--- src/hw/rtl/rvc_instruction_expander_defines.svh ---
// Assertion macros shared by the compressed instruction expander.
`ifndef RVC_INSTRUCTION_EXPANDER_DEFINES_SVH
`define RVC_INSTRUCTION_EXPANDER_DEFINES_SVH

// Same-cycle implication, checked on every rising clock edge outside reset.
`define RVC_ASSERT_NOW(label, ante, cons, msg) \
  label: assert property (@(posedge clk) disable iff (!rst_n) (ante) |-> (cons)) \
    else $error(msg);

// Next-cycle implication, checked on every rising clock edge outside reset.
`define RVC_ASSERT_NEXT(label, ante, cons, msg) \
  label: assert property (@(posedge clk) disable iff (!rst_n) (ante) |=> (cons)) \
    else $error(msg);

`endif

--- src/hw/rtl/rvc_pkg.sv ---
// Opcodes, function codes and instruction builders for the RVC expander.
package rvc_pkg;

  // Compressed quadrants (low two bits of the halfword).
  localparam logic [1:0] QUAD_0 = 2'd0;
  localparam logic [1:0] QUAD_1 = 2'd1;
  localparam logic [1:0] QUAD_2 = 2'd2;
  localparam logic [1:0] QUAD_3 = 2'd3;

  // Base ISA major opcodes.
  localparam logic [6:0] OPC_OPIMM  = 7'h13;
  localparam logic [6:0] OPC_OP     = 7'h33;
  localparam logic [6:0] OPC_LUI    = 7'h37;
  localparam logic [6:0] OPC_JAL    = 7'h6F;
  localparam logic [6:0] OPC_JALR   = 7'h67;
  localparam logic [6:0] OPC_BRANCH = 7'h63;
  localparam logic [6:0] OPC_LOAD   = 7'h03;
  localparam logic [6:0] OPC_STORE  = 7'h23;

  localparam logic [31:0] WORD_EBREAK = 32'h0010_0073;
  localparam logic [6:0]  F7_ALT      = 7'h20;
  localparam logic [6:0]  F7_BASE     = 7'h00;
  localparam logic [11:0] SRAI_MARK   = 12'h400;

  // Base ISA funct3 codes.
  localparam logic [2:0] F3_ADD  = 3'd0;
  localparam logic [2:0] F3_SLL  = 3'd1;
  localparam logic [2:0] F3_WORD = 3'd2;
  localparam logic [2:0] F3_XOR  = 3'd4;
  localparam logic [2:0] F3_SR   = 3'd5;
  localparam logic [2:0] F3_OR   = 3'd6;
  localparam logic [2:0] F3_AND  = 3'd7;
  localparam logic [2:0] F3_BEQ  = 3'd0;
  localparam logic [2:0] F3_BNE  = 3'd1;

  // Compressed funct3 codes.
  localparam logic [2:0] CF3_0 = 3'd0;
  localparam logic [2:0] CF3_1 = 3'd1;
  localparam logic [2:0] CF3_2 = 3'd2;
  localparam logic [2:0] CF3_3 = 3'd3;
  localparam logic [2:0] CF3_4 = 3'd4;
  localparam logic [2:0] CF3_5 = 3'd5;
  localparam logic [2:0] CF3_6 = 3'd6;
  localparam logic [2:0] CF3_7 = 3'd7;

  // Arithmetic group selector (bits 11:10 in quadrant one, funct3 four).
  localparam logic [1:0] CA_SRLI = 2'd0;
  localparam logic [1:0] CA_SRAI = 2'd1;
  localparam logic [1:0] CA_ANDI = 2'd2;
  localparam logic [1:0] CA_REG  = 2'd3;

  // Register-register operation selector (bits 6:5).
  localparam logic [1:0] CR_SUB = 2'd0;
  localparam logic [1:0] CR_XOR = 2'd1;
  localparam logic [1:0] CR_OR  = 2'd2;
  localparam logic [1:0] CR_AND = 2'd3;

  // Fixed register numbers.
  localparam logic [4:0] REG_ZERO = 5'd0;
  localparam logic [4:0] REG_RA   = 5'd1;
  localparam logic [4:0] REG_SP   = 5'd2;

  // R-type word.
  function automatic logic [31:0] mk_r(input logic [6:0] opc, input logic [2:0] f3,
                                       input logic [6:0] f7, input logic [4:0] rd,
                                       input logic [4:0] rs1, input logic [4:0] rs2);
    return {f7, rs2, rs1, f3, rd, opc};
  endfunction

  // I-type word.
  function automatic logic [31:0] mk_i(input logic [6:0] opc, input logic [2:0] f3,
                                       input logic [4:0] rd, input logic [4:0] rs1,
                                       input logic [11:0] imm);
    return {imm, rs1, f3, rd, opc};
  endfunction

  // Word-sized store.
  function automatic logic [31:0] mk_s(input logic [4:0] rs1, input logic [4:0] rs2,
                                       input logic [11:0] imm);
    return {imm[11:5], rs2, rs1, F3_WORD, imm[4:0], OPC_STORE};
  endfunction

  // Branch against x0.
  function automatic logic [31:0] mk_b(input logic [2:0] f3, input logic [4:0] rs1,
                                       input logic [12:0] imm);
    return {imm[12], imm[10:5], REG_ZERO, rs1, f3, imm[4:1], imm[11], OPC_BRANCH};
  endfunction

  // Jump and link.
  function automatic logic [31:0] mk_j(input logic [4:0] rd, input logic [20:0] imm);
    return {imm[20], imm[10:1], imm[11], imm[19:12], rd, OPC_JAL};
  endfunction

endpackage

--- src/hw/rtl/rvc_decoder.sv ---
// Combinational expansion of one compressed halfword into a base ISA word.
module rvc_decoder (
  input  logic [15:0] cword,
  output logic [31:0] word,
  output logic        illegal
);

  logic [1:0]  quad;
  logic [2:0]  cf3;
  logic [4:0]  rd;
  logic [4:0]  rs2;
  logic [4:0]  rdp;
  logic [4:0]  rsp;
  logic        b12;
  logic [5:0]  imm6;
  logic [11:0] imm6_sx;
  logic [20:0] jimm;
  logic [12:0] bimm;
  logic [9:0]  spn_imm;
  logic [9:0]  sp16_imm;
  logic [6:0]  lw_imm;
  logic [7:0]  lwsp_imm;
  logic [7:0]  swsp_imm;

  // Field extraction and immediate scatter.
  assign quad     = cword[1:0];
  assign cf3      = cword[15:13];
  assign rd       = cword[11:7];
  assign rs2      = cword[6:2];
  assign rdp      = {2'b01, cword[9:7]};
  assign rsp      = {2'b01, cword[4:2]};
  assign b12      = cword[12];
  assign imm6     = {cword[12], cword[6:2]};
  assign imm6_sx  = {{6{cword[12]}}, imm6};
  assign jimm     = {{9{cword[12]}}, cword[12], cword[8], cword[10:9], cword[6], cword[7],
                     cword[2], cword[11], cword[5:3], 1'b0};
  assign bimm     = {{4{cword[12]}}, cword[12], cword[6:5], cword[2], cword[11:10],
                     cword[4:3], 1'b0};
  assign spn_imm  = {cword[10:7], cword[12:11], cword[5], cword[6], 2'b00};
  assign sp16_imm = {cword[12], cword[4:3], cword[5], cword[2], cword[6], 4'b0000};
  assign lw_imm   = {cword[5], cword[12:10], cword[6], 2'b00};
  assign lwsp_imm = {cword[3:2], cword[12], cword[6:4], 2'b00};
  assign swsp_imm = {cword[8:7], cword[12:9], 2'b00};

  // Expansion; every reserved or unsupported encoding yields a zero word.
  always_comb begin
    word = '0;
    case (quad)
      rvc_pkg::QUAD_0: begin
        case (cf3)
          rvc_pkg::CF3_0: begin
            if (spn_imm != '0) begin
              word = rvc_pkg::mk_i(rvc_pkg::OPC_OPIMM, rvc_pkg::F3_ADD, rsp,
                                   rvc_pkg::REG_SP, {2'b00, spn_imm});
            end
          end
          rvc_pkg::CF3_2: begin
            word = rvc_pkg::mk_i(rvc_pkg::OPC_LOAD, rvc_pkg::F3_WORD, rsp, rdp,
                                 {5'b00000, lw_imm});
          end
          rvc_pkg::CF3_6: begin
            word = rvc_pkg::mk_s(rdp, rsp, {5'b00000, lw_imm});
          end
          default: word = '0;
        endcase
      end
      rvc_pkg::QUAD_1: begin
        case (cf3)
          rvc_pkg::CF3_0: begin
            word = rvc_pkg::mk_i(rvc_pkg::OPC_OPIMM, rvc_pkg::F3_ADD, rd, rd, imm6_sx);
          end
          rvc_pkg::CF3_1: begin
            word = rvc_pkg::mk_j(rvc_pkg::REG_RA, jimm);
          end
          rvc_pkg::CF3_2: begin
            if (rd != rvc_pkg::REG_ZERO) begin
              word = rvc_pkg::mk_i(rvc_pkg::OPC_OPIMM, rvc_pkg::F3_ADD, rd,
                                   rvc_pkg::REG_ZERO, imm6_sx);
            end
          end
          rvc_pkg::CF3_3: begin
            // Stack pointer adjust when rd is sp, upper immediate otherwise.
            if (rd == rvc_pkg::REG_SP) begin
              if (sp16_imm != '0) begin
                word = rvc_pkg::mk_i(rvc_pkg::OPC_OPIMM, rvc_pkg::F3_ADD, rvc_pkg::REG_SP,
                                     rvc_pkg::REG_SP, {{2{cword[12]}}, sp16_imm});
              end
            end else if (rd != rvc_pkg::REG_ZERO && imm6 != '0) begin
              word = {{14{cword[12]}}, imm6, rd, rvc_pkg::OPC_LUI};
            end
          end
          rvc_pkg::CF3_4: begin
            case (cword[11:10])
              rvc_pkg::CA_SRLI: begin
                if (!b12) begin
                  word = rvc_pkg::mk_i(rvc_pkg::OPC_OPIMM, rvc_pkg::F3_SR, rdp, rdp,
                                       {6'b000000, imm6});
                end
              end
              rvc_pkg::CA_SRAI: begin
                if (!b12) begin
                  word = rvc_pkg::mk_i(rvc_pkg::OPC_OPIMM, rvc_pkg::F3_SR, rdp, rdp,
                                       {6'b000000, imm6} | rvc_pkg::SRAI_MARK);
                end
              end
              rvc_pkg::CA_ANDI: begin
                word = rvc_pkg::mk_i(rvc_pkg::OPC_OPIMM, rvc_pkg::F3_AND, rdp, rdp, imm6_sx);
              end
              rvc_pkg::CA_REG: begin
                if (!b12) begin
                  case (cword[6:5])
                    rvc_pkg::CR_SUB: word = rvc_pkg::mk_r(rvc_pkg::OPC_OP, rvc_pkg::F3_ADD,
                                                          rvc_pkg::F7_ALT, rdp, rdp, rsp);
                    rvc_pkg::CR_XOR: word = rvc_pkg::mk_r(rvc_pkg::OPC_OP, rvc_pkg::F3_XOR,
                                                          rvc_pkg::F7_BASE, rdp, rdp, rsp);
                    rvc_pkg::CR_OR:  word = rvc_pkg::mk_r(rvc_pkg::OPC_OP, rvc_pkg::F3_OR,
                                                          rvc_pkg::F7_BASE, rdp, rdp, rsp);
                    rvc_pkg::CR_AND: word = rvc_pkg::mk_r(rvc_pkg::OPC_OP, rvc_pkg::F3_AND,
                                                          rvc_pkg::F7_BASE, rdp, rdp, rsp);
                    default: word = '0;
                  endcase
                end
              end
              default: word = '0;
            endcase
          end
          rvc_pkg::CF3_5: begin
            word = rvc_pkg::mk_j(rvc_pkg::REG_ZERO, jimm);
          end
          default: begin
            word = rvc_pkg::mk_b((cf3 == rvc_pkg::CF3_6) ? rvc_pkg::F3_BEQ : rvc_pkg::F3_BNE,
                                 rdp, bimm);
          end
        endcase
      end
      rvc_pkg::QUAD_2: begin
        case (cf3)
          rvc_pkg::CF3_0: begin
            if (rd != rvc_pkg::REG_ZERO && imm6 != '0 && !b12) begin
              word = rvc_pkg::mk_i(rvc_pkg::OPC_OPIMM, rvc_pkg::F3_SLL, rd, rd,
                                   {6'b000000, imm6});
            end
          end
          rvc_pkg::CF3_2: begin
            if (rd != rvc_pkg::REG_ZERO) begin
              word = rvc_pkg::mk_i(rvc_pkg::OPC_LOAD, rvc_pkg::F3_WORD, rd, rvc_pkg::REG_SP,
                                   {4'b0000, lwsp_imm});
            end
          end
          rvc_pkg::CF3_4: begin
            // Jump register, move, breakpoint, jump and link register, add.
            if (!b12) begin
              if (rd != rvc_pkg::REG_ZERO) begin
                if (rs2 == rvc_pkg::REG_ZERO) begin
                  word = rvc_pkg::mk_i(rvc_pkg::OPC_JALR, rvc_pkg::F3_ADD, rvc_pkg::REG_ZERO,
                                       rd, 12'd0);
                end else begin
                  word = rvc_pkg::mk_r(rvc_pkg::OPC_OP, rvc_pkg::F3_ADD, rvc_pkg::F7_BASE, rd,
                                       rvc_pkg::REG_ZERO, rs2);
                end
              end
            end else if (rd == rvc_pkg::REG_ZERO) begin
              if (rs2 == rvc_pkg::REG_ZERO) begin
                word = rvc_pkg::WORD_EBREAK;
              end
            end else if (rs2 == rvc_pkg::REG_ZERO) begin
              word = rvc_pkg::mk_i(rvc_pkg::OPC_JALR, rvc_pkg::F3_ADD, rvc_pkg::REG_RA,
                                   rd, 12'd0);
            end else begin
              word = rvc_pkg::mk_r(rvc_pkg::OPC_OP, rvc_pkg::F3_ADD, rvc_pkg::F7_BASE, rd, rd,
                                   rs2);
            end
          end
          rvc_pkg::CF3_6: begin
            word = rvc_pkg::mk_s(rvc_pkg::REG_SP, rs2, {4'b0000, swsp_imm});
          end
          default: word = '0;
        endcase
      end
      default: word = '0;
    endcase
  end

  // A zero word is never a legal expansion, so it marks the illegal case.
  assign illegal = (word == '0);

endmodule

--- src/hw/rtl/rvc_instruction_expander.sv ---
// Top level of the compressed instruction expander: input register, decoder, result register.
// The expander takes one compressed halfword per cycle whenever start is high; busy
// stays low, so an item can be issued every cycle. Each item's result reaches the out_
// ports through the input register, then the decode logic feeding the result register,
// marked by a one-cycle out_valid strobe. Results cannot be held off, so the receiver
// must take each one as it comes.
// An all-zero, reserved or unsupported halfword gives an expanded word of zero with
// out_illegal set.
`include "rvc_instruction_expander_defines.svh"

module rvc_instruction_expander (
  input  logic        clk,
  input  logic        rst_n,
  input  logic        start,
  output logic        busy,
  input  logic [15:0] in_compressed_word,
  output logic        out_valid,
  output logic [31:0] out_expanded_word,
  output logic        out_illegal
);

  logic        accept;
  logic        in_valid_r;
  logic [15:0] in_word_r;
  logic [31:0] dec_word;
  logic        dec_illegal;
  logic        out_valid_r;
  logic [31:0] out_word_r;
  logic        out_illegal_r;

  // The pipeline never stalls, so an item is taken on every start.
  assign busy   = 1'b0;
  assign accept = start && !busy;

  // Stage valid bits.
  always_ff @(posedge clk) begin
    if (!rst_n) begin
      in_valid_r  <= 1'b0;
      out_valid_r <= 1'b0;
    end else begin
      in_valid_r  <= accept;
      out_valid_r <= in_valid_r;
    end
  end

  // Input register captures the halfword of an accepted item.
  always_ff @(posedge clk) begin
    if (accept) begin
      in_word_r <= in_compressed_word;
    end
  end

  rvc_decoder u_decoder (
    .cword   (in_word_r),
    .word    (dec_word),
    .illegal (dec_illegal)
  );

  // Result register holds the expanded word for its one-cycle strobe.
  always_ff @(posedge clk) begin
    if (in_valid_r) begin
      out_word_r    <= dec_word;
      out_illegal_r <= dec_illegal;
    end
  end

  assign out_valid         = out_valid_r;
  assign out_expanded_word = out_word_r;
  assign out_illegal       = out_illegal_r;

  // Every accepted item moves through both stages without a gap.
  `RVC_ASSERT_NEXT(a_in_stage, accept, in_valid_r, "accepted item did not reach input stage")
  `RVC_ASSERT_NEXT(a_out_stage, in_valid_r, out_valid, "item dropped between stages")
  // The illegal flag and the zero word always agree.
  `RVC_ASSERT_NOW(a_illegal_zero, out_valid, out_illegal == (out_expanded_word == '0),
                  "illegal flag disagrees with expanded word")
  // A full-width instruction in the input stage is reported as illegal.
  `RVC_ASSERT_NEXT(a_quad3, in_valid_r && in_word_r[1:0] == rvc_pkg::QUAD_3, out_illegal,
                   "uncompressed encoding not flagged illegal")

endmodule

--- config.mk ---
export PLATFORM = sky130hd
export DESIGN_NAME = rvc_instruction_expander
export DESIGN_NICKNAME = d
export VERILOG_FILES = /design/src/hw/rtl/rvc_pkg.sv /design/src/hw/rtl/rvc_decoder.sv /design/src/hw/rtl/rvc_instruction_expander.sv
export VERILOG_INCLUDE_DIRS = /design/src /design/src/hw/rtl
export SDC_FILE = /design/constraint.sdc
export NUM_CORES = 1
export LEC_CHECK = 0
export BUFFER_PORTS_ARGS = -buffer_cell sky130_fd_sc_hd__buf_2
export CORE_AREA = 2 2 85 87
export CTS_BUF_LIST = sky130_fd_sc_hd__clkbuf_16
export CTS_CLUSTER_DIAMETER = 200
export DETAILED_ROUTE_END_ITERATION = 7
export DIE_AREA = 0 0 87 89
export GPL_ROUTABILITY_DRIVEN = 1
export PLACE_DENSITY = 0.81
export SLEW_MARGIN = 10
export SYNTH_ARGS = -nofsm -noshare
export SYNTH_HDL_FRONTEND = slang
export SYNTH_SLANG_ARGS = --single-unit
--- constraint.sdc ---
create_clock -name clk -period 4.8 [get_ports clk]
set_clock_uncertainty 0.15 [all_clocks]
set_input_delay 0.24 -clock clk [delete_from_list [all_inputs] [get_ports clk]]
set_output_delay 0.24 -clock clk [all_outputs]
set_load 0.01 [all_outputs]
# == Word level (Yosys, flattened, before mapping) ==
# Cells that the tools add are included.
# classes
n_addsub,0
n_mul,0
n_div,0
n_lt_le_gt_ge,0
n_eq_ne,15
shift,0
mux,23
n_bitwise,0
n_reduce_logical,14
# op_table
operator,count
$pmux 32 s4,3
$mux 32,8
$pmux 32 s6,1
$pmux 32 s3,1
$pmux 30 s3,1
$mux 25,3
$logic_not 32->1,1
$mux 31,1
$mux 30,1
$mux 28,1
$mux 26,1
$mux 21,1
$reduce_bool 10->1,2
$eq 2x2->1 const B,5
$logic_not 5->1,2
$eq 3x3->1 const B,3
$eq 2x1->1 const B,3
$eq 3x2->1 const B,2
$logic_not 2->1,3
$reduce_bool 6->1,1
$eq 5x2->1 const B,1
$reduce_bool 5->1,1
$eq 3x1->1 const B,1
$logic_not 3->1,1
3 further kinds,4
# totals
regBits,51
latchBits,0
mem_bits_rw,0
rom_bits,0
inputBits,19
out_inout_bits,35
elab_cells,57
mem_count,0

# == Depth between registers and ports, before layout ==
# depth
ltp_word,7
ltp_mapped,12
ltp_nobuf,11

# == Modules after synthesis ==
# A second synthesis with hierarchy kept.
# unflattened
hier_cells,374
area_unflattened_um2,3404.5
# modules_own_cells
mod,n_inst,cells_each,area_each_um2,seq_area_each_um2
rvc_decoder,1,319,1869.3,0.0
rvc_instruction_expander,1,55,1535.2,1511.4

# == Worst setup path before layout ==
# Ideal clock, no wire load.
# synth_timing
path_type,register to register
startpoint,register in_word_r[8]
endpoint,register out_illegal_r (netlist: out_illegal) (data pin)
setup_time_ps,170
arrival_ps,3306
required_time_ps,4480
slack_ps,1174
stages_incl_launch_ff,13
path_buffers,1
synth_period_minus_slack_ps,3626
path_cell_list,edfxtp_1 -> buf_6 -> nor4_1 -> nand2_2 -> inv_1 -> ha_1 -> nand2_1 -> nand3_1 -> a21oi_1 -> or4_4 -> or4_1 -> or4_1 -> nor4_2
# synth_via
elab_chain_len,7
word_cells_on_any_way,27
cone_classes,1 x eq/ne; 20 x mux; 6 x reduce/logical
# synth_lines
element,line,source
from (decl),rvc_instruction_expander.sv:24,logic [15:0] in_word_r;
from (signal assigned),rvc_instruction_expander.sv:49,in_word_r <= in_compressed_word;
$reduce_bool 5->1,--,
$logic_and 1x1->1,"rvc_decoder.sv:88, rvc_decoder.sv:139",
$mux 32 or $logic_and 1x1->1 (tied branches),"rvc_decoder.sv:88, rvc_decoder.sv:139",
$mux 32 or $mux 26 (tied branches),"rvc_decoder.sv:83, rvc_decoder.sv:139",
$pmux 32 s6 or $pmux 32 s4 (tied branches),"rvc_decoder.sv:68, rvc_decoder.sv:137",
$pmux 32 s3 *,rvc_decoder.sv:48,case (quad)
via dec_word[0],rvc_instruction_expander.sv:25,logic [31:0] dec_word;
$logic_not 32->1 *,rvc_decoder.sv:185,assign illegal = (word == '0);
via dec_illegal,rvc_instruction_expander.sv:26,logic dec_illegal;
to (signal assigned),rvc_instruction_expander.sv:63,out_illegal_r <= dec_illegal;
to (decl),rvc_instruction_expander.sv:29,logic out_illegal_r;
# The timed path passes the listed nets; every way through them passes the cells marked *. The select of a mux whose other input is x is not followed.
# A chain may end at the register's enable or synchronous reset.

# == Final worst setup path ==
# layout_timing
startpoint,register in_word_r[11]
endpoint,register out_illegal_r (netlist: out_illegal) (data pin)
# The elaborated chain is that of the path after synthesis.

==> reports/summary.md <==
The flow ran to the end, and the final reports show no timing, DRC or antenna violations. The tree is rooted in a sky130_fd_sc_hd__clkbuf_16. The count of nets left with antenna violations after detail routing is 0, and the ratio of cells with drive above 1 in the final layout is 19.42%. After synthesis, the share of flip-flops with an asynchronous set or reset is 0%.

The most critical setup path has its startpoint at in_word_r[11]. Of the total synthesized cell area, the portion taken by XOR and XNOR cells is 0.2532%. The tools report the reg-to-reg endpoint as out_illegal. Based on the critical path, the design can be clocked at up to 0.2398 GHz. Startpoint type of the worst setup path: a flip-flop.

The count of filler cells inserted in the layout is 568. The total routed wirelength was 12880 microns; the worst path buffer plus inverter count was 2. The die is 87 microns wide.

The core region is 6719 sq um. The clock transition time at the flip-flop clock pins of the worst setup and hold paths is 60 ps. The routed layout has 3839 vias.

The detailed placer's ending HPWL is 9082 microns. The tools report the number of antenna violations at the first check in global routing as 0. The worst register-to-register path begins at in_word_r[11]. The run gives 6 as the count of TritonRoute iterations in the first routing pass. The post-detailed-route via-to-cell ratio was 7.271.

After routing, the total negative slack on setup checks comes to 0 ps. The simple-gate area share of the yosys netlist came out at 22.21%. In this design, the stage delay of the slowest critical-path cell is 660 ps.

In this run the worst path has a maximum fanout of 15. The tools report the minimum setup slack among reg-to-reg paths as 630 ps. For the pin with the worst max-slew slack, the measured transition is 881.6 ps.

Setup repair after global routing left no endpoint under its margin. Yosys attributes the largest share of cell area to sky130_fd_sc_hd__edfxtp_1 (42%), sky130_fd_sc_hd__nand2_1 (3.9%), sky130_fd_sc_hd__nor2_1 (3.7%). The critical path goes through nor4_1 > buf_4 > nand2_2 > inv_1 > ha_1 > nand2_1 > nand3_1 > a21oi_1 > or4_4 > or4_1 > or4_1 > nor4_2. Port buffering added 52 buffers.

The number of enable-type register cells in the synthesized netlist came out at 48. TritonCTS built the clock tree. Post-CTS repair changed the size of 0 cells. The routed design could run at a clock period as short as 4170 ps. Once the floorplan was initialized, standard cells occupied 51.49% of the core. Setup-violating endpoint count in the final report: 0. The post-synthesis cell count was 386; the area growth from synthesis to final layout was 18.88%.

Dividing the detail-routed wire length by the instance count gives 24.39 microns. The run gives 50 as the sink count of the clock tree. By area, the combinational part of the netlist is dominated by compound AO/OA/AOI/OAI gates.

The pin count of the biggest net entering global routing was 34; the via count of the first global-routing pass was 3600. After synthesis the cells add up to 3460 sq um. The number of nets in the synthesized netlist is 409. In this run, CTS created clock tree buffers numbering 5. For this block, the initial DRC count from the detailed router was 761. The tools report the overall fraction of global-route tracks in use as 34.09%. STA puts the critical path data arrival time at 4140 ps. Of the post-synthesis cell area, the dominant cell type holds 41.66%. For the static power due to leakage, the log shows 1.485 nW.

The synthesized-area fraction occupied by adder cells was 1.447%. The first global-routing pass estimated 19670 microns of wire. The critical path is of the reg2reg type. The flip-flop and latch count after synthesis is 50, and the maximum level of the CTS H-tree is 2. The final count of hold timing violations was 0; the critical path required time was 4770 ps. The largest individual stage delay along the critical path comes from the cell sky130_fd_sc_hd__edfxtp_1. The per-instance average area after synthesis was 8.963 sq um. Counting stages on the worst path, the most repeated cell is sky130_fd_sc_hd__or4_1. The number of antenna diodes in the final layout is 0. Max-cap violations in this run came to 0. Detailed-route DRC error count: 0. The worst hold path belongs to the class in2reg. After the last flow step, the layout net total stands at 470. The most common cell in the synthesized netlist is sky130_fd_sc_hd__edfxtp_1. The later pin in the worst-skew pair is clocked with a latency of 290 ps. The count of boundary I/O pins is 54, and the total count of max-transition violations in the final report is 0. The sequential share of the synthesized area is 42.82%, and the fraction of the mapped netlist area in compound gates is 27.49%.

Headroom to the max-slew limit came out at 40.78%. The initialized floorplan defines 30 standard-cell rows. The path with the worst hold slack has its endpoint at out_valid. The floorplan step set the die height to 89 microns. Number of cell instances on the worst register-to-register path: 12. After global routing the overflow that remains totals 0. By count the netlist is led by sky130_fd_sc_hd__edfxtp_1 (48), sky130_fd_sc_hd__nand2_1 (36), sky130_fd_sc_hd__nor2_1 (34). sky130_fd_sc_hd__edfxtp_1 takes more of the synthesized area than any other cell. Count of cells along the worst hold path: 2. The worst hold path begins at rst_n. Primary flip-flop cell chosen by synthesis mapping: sky130_fd_sc_hd__edfxtp_1.

Routability-driven placement finished with a final weighted congestion of 1.082. The family with the most delay on the worst path was simple AND/OR/NAND/NOR gates. The portion of synthesized area spent on multiplexers is 0.3255%. The power density over the cells was 296.8 nW/um^2; the yosys synthesis warning count was 0.

The worst setup path is captured at a flip-flop. The peak supply drop was 0.1500 mV. Cells fill 61.21% of the core in the end.

The die covers 7743 sq um. For the number of buffers on the longest clock path, the log shows 2. The worst path uses 86.87% of the clock period. The count of cell types in the netlist was 67.
registers in the layout, indices dropped and copies added (netlist names):
name and count:
out_expanded_word 31, in_word_r 16, in_valid_r 1, out_illegal 1, out_valid 1
per-layer routing:
metal	track usage, %	part of all wire, %
met4	22.87	7.4
met5	0	0
met1	42.54	35
met3	9.788	14
met2	51.42	43
worst register-to-register path, cell delays in order, from the launching register on:
cell and delay (ps):
sky130_fd_sc_hd__edfxtp_1 660, sky130_fd_sc_hd__nor4_1 380, sky130_fd_sc_hd__buf_4 190, sky130_fd_sc_hd__nand2_2 180, sky130_fd_sc_hd__inv_1 250, sky130_fd_sc_hd__ha_1 180, sky130_fd_sc_hd__nand2_1 70, sky130_fd_sc_hd__nand3_1 90
sky130_fd_sc_hd__a21oi_1 50, sky130_fd_sc_hd__or4_4 490, sky130_fd_sc_hd__or4_1 570, sky130_fd_sc_hd__or4_1 460, sky130_fd_sc_hd__nor4_2 270
timing repair:
action,CTS,global route
hold buffers,16,0
hold endpoints to repair,16,0
buffers inserted,0,0
endpoints found under the setup margin,0,0
report_power, final:
group	internal, mW	switching (mW)	total [mW]
registers	0.520	0.0476	0.568
clock network	0.189	0.155	0.344
logic	0.114	0.195	0.309
cells by family after synthesis:
kind of cell | Yosys count
and+or+nand+nor | 149
AOI/OAI and AO/OA | 135
DFF | 50
buffers and inverters | 45
adders and majority gates | 4
other | 1
xor gates and xnor gates | 1
muxes | 1
placed cells by master, fill, tap and decap left out, types with 3 or more instances in the layout:
master | Yosys | routed
sky130_fd_sc_hd__a211oi_1 | 7 | 7
sky130_fd_sc_hd__a21o_1 | 3 | 3
sky130_fd_sc_hd__a21oi_1 | 23 | 23
sky130_fd_sc_hd__a221oi_1 | 4 | 4
sky130_fd_sc_hd__a22o_1 | 3 | 3
sky130_fd_sc_hd__a31oi_1 | 8 | 8
sky130_fd_sc_hd__a32oi_1 | 3 | 3
sky130_fd_sc_hd__a41oi_1 | 6 | 6
sky130_fd_sc_hd__and2_1 | 6 | 6
sky130_fd_sc_hd__buf_2 | 0 | 52
sky130_fd_sc_hd__buf_4 | 2 | 17
sky130_fd_sc_hd__clkbuf_16 | 0 | 5
sky130_fd_sc_hd__clkinv_1 | 2 | 3
sky130_fd_sc_hd__dlygate4sd3_1 | 0 | 16
sky130_fd_sc_hd__edfxtp_1 | 48 | 48
sky130_fd_sc_hd__ha_1 | 4 | 4
sky130_fd_sc_hd__inv_1 | 12 | 13
sky130_fd_sc_hd__nand2_1 | 36 | 36
sky130_fd_sc_hd__nand2b_1 | 9 | 9
sky130_fd_sc_hd__nand3_1 | 11 | 11
sky130_fd_sc_hd__nor2_1 | 34 | 34
sky130_fd_sc_hd__nor2b_1 | 10 | 10
sky130_fd_sc_hd__nor3_1 | 12 | 12
sky130_fd_sc_hd__nor4_1 | 5 | 5
sky130_fd_sc_hd__o211ai_1 | 14 | 14
sky130_fd_sc_hd__o21ai_0 | 23 | 23
sky130_fd_sc_hd__o21bai_1 | 3 | 3
sky130_fd_sc_hd__o221ai_1 | 3 | 3
sky130_fd_sc_hd__o22ai_1 | 4 | 4
sky130_fd_sc_hd__o311ai_0 | 3 | 3
sky130_fd_sc_hd__o31ai_1 | 4 | 4
sky130_fd_sc_hd__o41ai_1 | 3 | 3
sky130_fd_sc_hd__or3_1 | 3 | 3
sky130_fd_sc_hd__or3b_2 | 3 | 3
sky130_fd_sc_hd__or4_1 | 6 | 6
metrics by stage:
| stage | cells | power, mW | instance area, sq um | hold slack [ps] | setup slack, ps |
|---|---|---|---|---|---|
| 2_1_floorplan | 386 | 0.7425 | 3460 | 188.9 | 1174 |
| 3_3_place_gp | 504 | 0.8651 | 3815 | 267.9 | 759.7 |
| 3_5_place_dp | 504 | 0.8568 | 3815 | 268.1 | 738.2 |
| 4_1_cts | 528 | 1.203 | 4113 | 18.69 | 715.2 |
| 5_1_grt | 528 | 1.255 | 4113 | 13.61 | 487.1 |
| 6_report | 528 | 1.221 | 4113 | 14.66 | 630.1 |
worst max-delay path by stage:
stage                        endpoint  slack [ps]  depth (start not counted)
after floorplan           out_illegal        1170                         12
after global placement    out_illegal         760                         12
after detailed placement  out_illegal         740                         12
after CTS                 out_illegal         720                         12
after global routing      out_illegal         490                         12
final                     out_illegal         630                         12
final cells by class:
type | instances | area, sq um | area share [%]
clock buffers | 5 | 125.1 | 3.042
clock inverters | 3 | 12.51 | 0.3042
inverters | 14 | 52.55 | 1.278
multi-input cells | 291 | 1793 | 43.60
flip-flops and latches | 50 | 1481 | 36.02
well taps | 80 | 100.1 | 2.434
repair buffers | 85 | 548.0 | 13.33
No activity file was read; power rests on OpenSTA's default activity.
